--- config.mk ---
export PLATFORM = sky130hd
export DESIGN_NAME = bresenham_line_raster
export DESIGN_NICKNAME = d
export VERILOG_FILES = /design/src/rtl/blr_pkg.sv /design/src/rtl/bresenham_line_raster.sv /design/src/rtl/blr_ctrl.sv /design/src/rtl/blr_datapath.sv
export SDC_FILE = /design/constraint.sdc
export NUM_CORES = 1
export LEC_CHECK = 0
export BUFFER_PORTS_ARGS = -buffer_cell sky130_fd_sc_hd__buf_2
export CORE_MARGIN = 1.5
export CORE_UTILIZATION = 30
export CTS_BUF_LIST = sky130_fd_sc_hd__clkbuf_4 sky130_fd_sc_hd__clkbuf_8
export DETAILED_ROUTE_END_ITERATION = 10
export PLACE_DENSITY_LB_ADDON = 0.1
export SLEW_MARGIN = 20
export SYNTH_ARGS = -nofsm -noshare
export SYNTH_HDL_FRONTEND = slang
export SYNTH_SLANG_ARGS = --single-unit
--- constraint.sdc ---
create_clock -name clk -period 5.97 [get_ports clk]
set_clock_uncertainty 0.2 [all_clocks]
set_input_delay 0 -clock clk [delete_from_list [all_inputs] [get_ports clk]]
set_output_delay 0 -clock clk [all_outputs]
set_load 0.02 [all_outputs]
--- src/rtl/blr_pkg.sv ---
`timescale 1ns / 1ps

package blr_pkg;

	// Coordinate width of the square tile and the derived error width.
	localparam int CoordBits = 6;
	localparam int ColorBits = 24;
	// The error term stays within a few multiples of the larger span.
	localparam int ErrBits   = CoordBits + 3;

	// One line command.
	typedef struct packed {
		logic [CoordBits-1:0] start_x;
		logic [CoordBits-1:0] start_y;
		logic [CoordBits-1:0] end_x;
		logic [CoordBits-1:0] end_y;
		logic [ColorBits-1:0] pixel_color;
	} cmd_t;

	// One emitted pixel.
	typedef struct packed {
		logic [CoordBits-1:0] out_x;
		logic [CoordBits-1:0] out_y;
		logic [ColorBits-1:0] out_color;
		logic                 last_pixel;
	} pix_t;

	// Controller states.
	typedef enum logic {
		ST_IDLE,
		ST_WALK
	} state_t;

	// Commands from the controller to the datapath.
	typedef struct packed {
		logic load;
		logic step;
	} ctl_t;

	// Status from the datapath to the controller.
	typedef struct packed {
		logic at_end;
		logic out_free;
	} sts_t;

endpackage

--- src/rtl/bresenham_line_raster.sv ---
`timescale 1ns / 1ps

// Line rasterizer for a 64-by-64 tile.
// The cmd channel takes one line command (start point, end point, color).
// The pix channel gives every pixel of the line from start to end in
// Bresenham walk order; the end point comes last with last_pixel set.
// A line whose start equals its end gives a single pixel.
// Both channels use valid and ready; a transfer happens when both are high.
// The first pixel passes through the walk registers, loaded by the command,
// and then the output register. One pixel per cycle while pix_ready stays
// high; a line gives max(|dx|, |dy|) + 1 pixels, and the one-step error
// walk in the datapath sets this rate.
// A new command is taken once the end pixel sits in the output register,
// even while that pixel still waits to be taken.
// When the receiver stalls, the output register holds its pixel and the
// walk pauses until the pixel is taken.
// Reset clears the controller to idle and empties the output register.

module bresenham_line_raster (
	input  logic          clk,
	input  logic          arst_n,
	input  logic          cmd_valid,
	output logic          cmd_ready,
	input  blr_pkg::cmd_t cmd,
	output logic          pix_valid,
	input  logic          pix_ready,
	output blr_pkg::pix_t pix
);

	blr_pkg::ctl_t ctl;
	blr_pkg::sts_t sts;

	// Controller state machine.
	blr_ctrl u_ctrl (
		.clk       (clk),
		.arst_n    (arst_n),
		.cmd_valid (cmd_valid),
		.cmd_ready (cmd_ready),
		.sts       (sts),
		.ctl       (ctl)
	);

	// Walk registers and output register.
	blr_datapath u_datapath (
		.clk       (clk),
		.arst_n    (arst_n),
		.cmd       (cmd),
		.ctl       (ctl),
		.sts       (sts),
		.pix_valid (pix_valid),
		.pix_ready (pix_ready),
		.pix       (pix)
	);

endmodule

--- src/rtl/blr_ctrl.sv ---
`timescale 1ns / 1ps

module blr_ctrl (
	input  logic            clk,
	input  logic            arst_n,
	input  logic            cmd_valid,
	output logic            cmd_ready,
	input  blr_pkg::sts_t   sts,
	output blr_pkg::ctl_t   ctl
);

	blr_pkg::state_t state_q;
	blr_pkg::state_t state_next;

	// State register.
	always_ff @(posedge clk or negedge arst_n) begin
		if (!arst_n) begin
			state_q <= blr_pkg::ST_IDLE;
		end else begin
			state_q <= state_next;
		end
	end

	// Next state: a command starts a walk, the end pixel closes it.
	always_comb begin
		state_next = state_q;
		case (state_q)
			blr_pkg::ST_IDLE: begin
				if (cmd_valid) begin
					state_next = blr_pkg::ST_WALK;
				end
			end
			blr_pkg::ST_WALK: begin
				if (sts.out_free && sts.at_end) begin
					state_next = blr_pkg::ST_IDLE;
				end
			end
			default: state_next = blr_pkg::ST_IDLE;
		endcase
	end

	// Outputs: load on a command transfer, step in the walk state whenever the output slot frees up.
	always_comb begin
		cmd_ready = 1'b0;
		ctl.load  = 1'b0;
		ctl.step  = 1'b0;
		case (state_q)
			blr_pkg::ST_IDLE: begin
				cmd_ready = 1'b1;
				ctl.load  = cmd_valid;
			end
			blr_pkg::ST_WALK: begin
				ctl.step = sts.out_free;
			end
			default: begin
				cmd_ready = 1'b0;
			end
		endcase
	end

endmodule

--- src/rtl/blr_datapath.sv ---
`timescale 1ns / 1ps

module blr_datapath (
	input  logic            clk,
	input  logic            arst_n,
	input  blr_pkg::cmd_t   cmd,
	input  blr_pkg::ctl_t   ctl,
	output blr_pkg::sts_t   sts,
	output logic            pix_valid,
	input  logic            pix_ready,
	output blr_pkg::pix_t   pix
);

	localparam int CB = blr_pkg::CoordBits;
	localparam int EB = blr_pkg::ErrBits;

	logic [CB-1:0]                 cur_x_q, cur_y_q;
	logic [CB-1:0]                 goal_x_q, goal_y_q;
	logic [CB-1:0]                 span_x_q, span_y_q;
	logic                          dir_x_neg_q, dir_y_neg_q;
	logic signed [EB-1:0]          err_q;
	logic [blr_pkg::ColorBits-1:0] color_q;
	blr_pkg::pix_t                 pix_q;
	logic                          pix_valid_q;

	logic [CB-1:0]        span_x_new, span_y_new;
	logic signed [EB:0]   twice;
	logic signed [EB:0]   span_x_ext, span_y_ext;
	logic                 step_x, step_y;
	logic signed [EB-1:0] err_next;
	logic                 at_end;

	// Spans of a new command.
	always_comb begin
		span_x_new = (cmd.start_x > cmd.end_x) ? (cmd.start_x - cmd.end_x)
		                                       : (cmd.end_x - cmd.start_x);
		span_y_new = (cmd.start_y > cmd.end_y) ? (cmd.start_y - cmd.end_y)
		                                       : (cmd.end_y - cmd.start_y);
	end

	// Error walk decision for the current pixel.
	always_comb begin
		at_end     = (cur_x_q == goal_x_q) && (cur_y_q == goal_y_q);
		twice      = {err_q, 1'b0};
		span_x_ext = $signed({{(EB + 1 - CB){1'b0}}, span_x_q});
		span_y_ext = $signed({{(EB + 1 - CB){1'b0}}, span_y_q});
		step_x     = twice > -span_y_ext;
		step_y     = twice < span_x_ext;
		err_next   = err_q;
		if (step_x) begin
			err_next = err_next - $signed({{(EB - CB){1'b0}}, span_y_q});
		end
		if (step_y) begin
			err_next = err_next + $signed({{(EB - CB){1'b0}}, span_x_q});
		end
	end

	// Walk registers: loaded by a command, advanced on every step.
	always_ff @(posedge clk or negedge arst_n) begin
		if (!arst_n) begin
			cur_x_q     <= '0;
			cur_y_q     <= '0;
			goal_x_q    <= '0;
			goal_y_q    <= '0;
			span_x_q    <= '0;
			span_y_q    <= '0;
			dir_x_neg_q <= 1'b0;
			dir_y_neg_q <= 1'b0;
			color_q     <= '0;
			err_q       <= '0;
		end else if (ctl.load) begin
			cur_x_q     <= cmd.start_x;
			cur_y_q     <= cmd.start_y;
			goal_x_q    <= cmd.end_x;
			goal_y_q    <= cmd.end_y;
			span_x_q    <= span_x_new;
			span_y_q    <= span_y_new;
			dir_x_neg_q <= !(cmd.start_x < cmd.end_x);
			dir_y_neg_q <= !(cmd.start_y < cmd.end_y);
			color_q     <= cmd.pixel_color;
			err_q       <= $signed({{(EB - CB){1'b0}}, span_x_new})
			             - $signed({{(EB - CB){1'b0}}, span_y_new});
		end else if (ctl.step) begin
			if (step_x) begin
				cur_x_q <= dir_x_neg_q ? (cur_x_q - 1'b1) : (cur_x_q + 1'b1);
			end
			if (step_y) begin
				cur_y_q <= dir_y_neg_q ? (cur_y_q - 1'b1) : (cur_y_q + 1'b1);
			end
			err_q <= err_next;
		end
	end

	// Output register payload.
	always_ff @(posedge clk or negedge arst_n) begin
		if (!arst_n) begin
			pix_q <= '0;
		end else if (ctl.step) begin
			pix_q.out_x      <= cur_x_q;
			pix_q.out_y      <= cur_y_q;
			pix_q.out_color  <= color_q;
			pix_q.last_pixel <= at_end;
		end
	end

	// Output valid: set by a step, cleared by a transfer with nothing behind it.
	always_ff @(posedge clk or negedge arst_n) begin
		if (!arst_n) begin
			pix_valid_q <= 1'b0;
		end else if (ctl.step) begin
			pix_valid_q <= 1'b1;
		end else if (pix_ready) begin
			pix_valid_q <= 1'b0;
		end
	end

	assign sts.at_end   = at_end;
	assign sts.out_free = !pix_valid_q || pix_ready;
	assign pix_valid    = pix_valid_q;
	assign pix          = pix_q;

endmodule

==> results.yml <==
setup_path:
  critPathKind: "reg -> reg"
  worstSetupStartpointType: "flop"
  crit_top_cell: "ha_1"
  cp_top_family: "simple AND/OR/NAND/NOR gates"
  cp_cell_sequence: "inv_1 > ha_1 > nand2_1 > nor2_1 > xnor2_1 > ha_1 > nand4_1 > o31ai_1 > a211oi_2 > xnor2_1 > nor2_1 > mux2_2 > ha_1 > a21o_1 > a21oi_1 > o21ai_0 > a21oi_1 > nor3_1 > mux2_4 > or3_1 > nand3_1"
  crit_required_ns: 6.10
  slowest_delay_ns: 0.44
  cp_slowest_cell: "dfrtp_1"
  crit_buf_inv: 1
  crit_fanout: 7
  cp.arrival_ns: 5.30
  cp-end-kind: "flop"
drt:
  drc: 0
  via_count: 5668
  wire_per_inst_um: 15.73
  routed_wl_um: 19010
  dr.pass1.iters: 4
  avgViaCountPerCell: 4.688
  drt_iter0_markers: 230
  ant_nets: 0
timing:
  rsz0062_at_grt: "no"
  slew_viol_final: 0
  tns_ns: 0
  fmax_mhz: 193.4
  min_period_ns: 5.169
  tightest_slew_ns: 0.9904
  hold_viol: 0
  maxSlewHeadroom_pct: 33.74
  finalSetupViolations: 0
  post-route-period-util_pct: 86.59
synthesis:
  syn-num-nets: 902
  yosysMostFrequentCell: "nand2_1"
  ys_seq_elements: 110
  synth_area_leaders: "dfrtp_1 (40%), nand2_1 (12%), ha_1 (12%)"
  synth_ff_type: "dfrtp_1"
  syn_inst: 778
  seq_area_frac_synth_pct: 40.39
  ys_warn_count: 0
  syn-cell-area_um2: 6815
  yosysUniqueCellTypes: 48
  synth.cells.most_frequent: "nand2_1 (211), dfrtp_1 (110), ha_1 (63), inv_1 (59), o21ai_0 (50)"
  synth_area_per_cell_um2: 8.760
  synth-async-reset-ratio_pct: 100.0
  synth_top_area_share_pct: 40.39
  synth_edf_count: 0
  yosysTopAreaCell: "dfrtp_1"
clock_tree:
  cts_tree: "built"
  clk_pin_slew_ns: 0.14
  clockBufferDepth: 2
  h-tree-depth: 3
  cts_root_buffer: "clkbuf_8"
  numCtsBuffers: 9
  clkLatencyLatePin_ns: 0.41
  clock-sinks: 110
run_status:
  status: "complete, no violations"
global_routing:
  antenna_found_initial: 0
  grt_max_degree: 74
  grt_pass1_wl_um: 30940
  grt_usage_pct: 16.70
  gr-total-overflow: 0
  grt_pass1_vias: 5676
floorplanning:
  die_h_um: 153.7
  design.core.area_um2: 22030
  rows: 54
  die-area_um2: 23630
  start_util_pct: 30.94
  ioPinCount: 91
  fp.dieW_um: 153.7
finish:
  antenna_cells: 0
  drive_gt1_share_pct: 13.89
  fin_nets: 1048
  fillers: 2291
  area_delta_synth_final_pct: 24.07
  final_area_um2: 8456
hold_path:
  hold_path_class: "in -> reg"
power_and_ir_drop:
  vdd_drop_max_mv: 0.2183
  power_leakage_uw: 0.004237
  power_density_nw_per_um2: 468.2
placed_design:
  postPlaceCellArea_um2: 7569
  dp_hpwl_um: 13630
  io_buffers: 90
  place.gp.congestion: 0.7848
flow_run:
  max-cap-violations: 0
## layout by cell type, fill, tap and decap left out, types with 6 or more instances in the layout
master / count
nand2_1: 209
dfrtp_1: 110
buf_2: 89
dlygate4sd3_1: 65
ha_1: 63
inv_1: 59
o21ai_0: 50
a21oi_1: 36
xnor2_1: 33
nor2_1: 31
a21o_1: 21
xor2_1: 16
a211oi_1: 12
nor2b_1: 9
nor3_1: 9
fa_1: 9
clkbuf_8: 9
nand4_1: 8
nand2b_1: 8
mux2_2: 7
a31oi_1: 6
## worst reg2reg max path, stage by stage, from the launching register on
cell and delay, ns:
dfrtp_1 0.44, inv_1 0.14, ha_1 0.20, nand2_1 0.11, nor2_1 0.13, xnor2_1 0.08, ha_1 0.31, nand4_1 0.12
o31ai_1 0.32, a211oi_2 0.12, xnor2_1 0.22, nor2_1 0.41, mux2_2 0.43, ha_1 0.29, a21o_1 0.16, a21oi_1 0.22
o21ai_0 0.18, a21oi_1 0.22, nor3_1 0.06, mux2_4 0.31, or3_1 0.38, nand3_1 0.09
## area by class of cell
| cell class | instances | area, µm² | share of cell area, % |
|---|---|---|---|
| clock buffers | 9 | 123.9 | 1.465 |
| multi-input cells | 584 | 3761 | 44.48 |
| clock inverters | 7 | 85.08 | 1.006 |
| flip-flops and latches | 110 | 2753 | 32.55 |
| repair buffers | 160 | 1161 | 13.73 |
| inverters | 59 | 221.5 | 2.619 |
| well taps | 280 | 350.3 | 4.143 |
## timing repair
item / CTS / global route
buffers inserted: 0 / 0
hold endpoints to repair: 100 / 0
hold buffers: 66 / 0
resized for setup: 0 / 0
## registers in the layout, indices dropped and copies added (netlist names), 6 cells and up
register,count
u_datapath.span_x_q,6
u_datapath.goal_x_q,6
u_datapath.err_q,9
u_datapath.span_y_q,6
u_datapath.cur_x_q,6
u_datapath.color_q,24
u_datapath.pix,37
u_datapath.goal_y_q,6
u_datapath.cur_y_q,6
## layer usage
layer / track usage [%] / part of all wire, %
met1: 24.09 / 52
met4: 3.098 / 0.74
met3: 2.649 / 3.5
met5: 0 / 0
met2: 26.57 / 44
## power breakdown
| group | internal (µW) | switching (µW) | leakage [µW] |
|---|---|---|---|
| Sequential | 989 | 237 | 0.00137 |
| Combinational | 1000 | 1240 | 0.00277 |
| Clock | 171 | 321 | 0.000101 |
## through the flow
stage / total power [µW] / utilization, % / hold WS (ns) / worst slack (ns) / std cells
finish: 3959 / 38.39 / 0.1232 / 0.8006 / 1209
global route: 4362 / 38.39 / 0.1254 / 0.3129 / 1209
CTS: 4002 / 38.39 / 0.1026 / 0.7629 / 1209
detailed placement: 3456 / 34.36 / -0.1352 / 0.8366 / 1127
global placement: 3473 / 34.36 / -0.1359 / 0.8611 / 1127
floorplan: 2899 / - / -0.4956 / 1.332 / 778
## kinds of logic after synthesis
group | synth area share [%]
AND/OR/NAND/NOR | 17.96
flip-flops | 40.39
AO/OA/AOI/OAI | 14.17
multiplexers | 2.332
buffers and inverters | 4.645
XOR/XNOR | 6.297
adder cells (fa/ha/maj) | 14.21
## path summary, 6_finish.rpt
path,from,endpoint,slack (ns),cells past startpoint
min in group asynchronous,arst_n,u_datapath.err_q[8]$_DFFE_PN0P_,0.49,4
max in group asynchronous,arst_n,u_datapath.cur_y_q[4]$_DFFE_PN0P_,4.24,4
hold / removal,cmd[6],u_datapath.color_q[6]$_DFFE_PN0P_,0.12,4
setup reg to reg,u_datapath.span_y_q[1]$_DFFE_PN0P_,u_datapath.err_q[7]$_DFFE_PN0P_,0.80,21
setup / recovery,u_datapath.span_y_q[1]$_DFFE_PN0P_,u_datapath.err_q[7]$_DFFE_PN0P_,0.80,21
hold reg to reg,u_datapath.color_q[7]$_DFFE_PN0P_,u_datapath.pix[8]$_DFFE_PN0P_,0.28,2
Note: power is estimated with default switching activity, not from simulation.
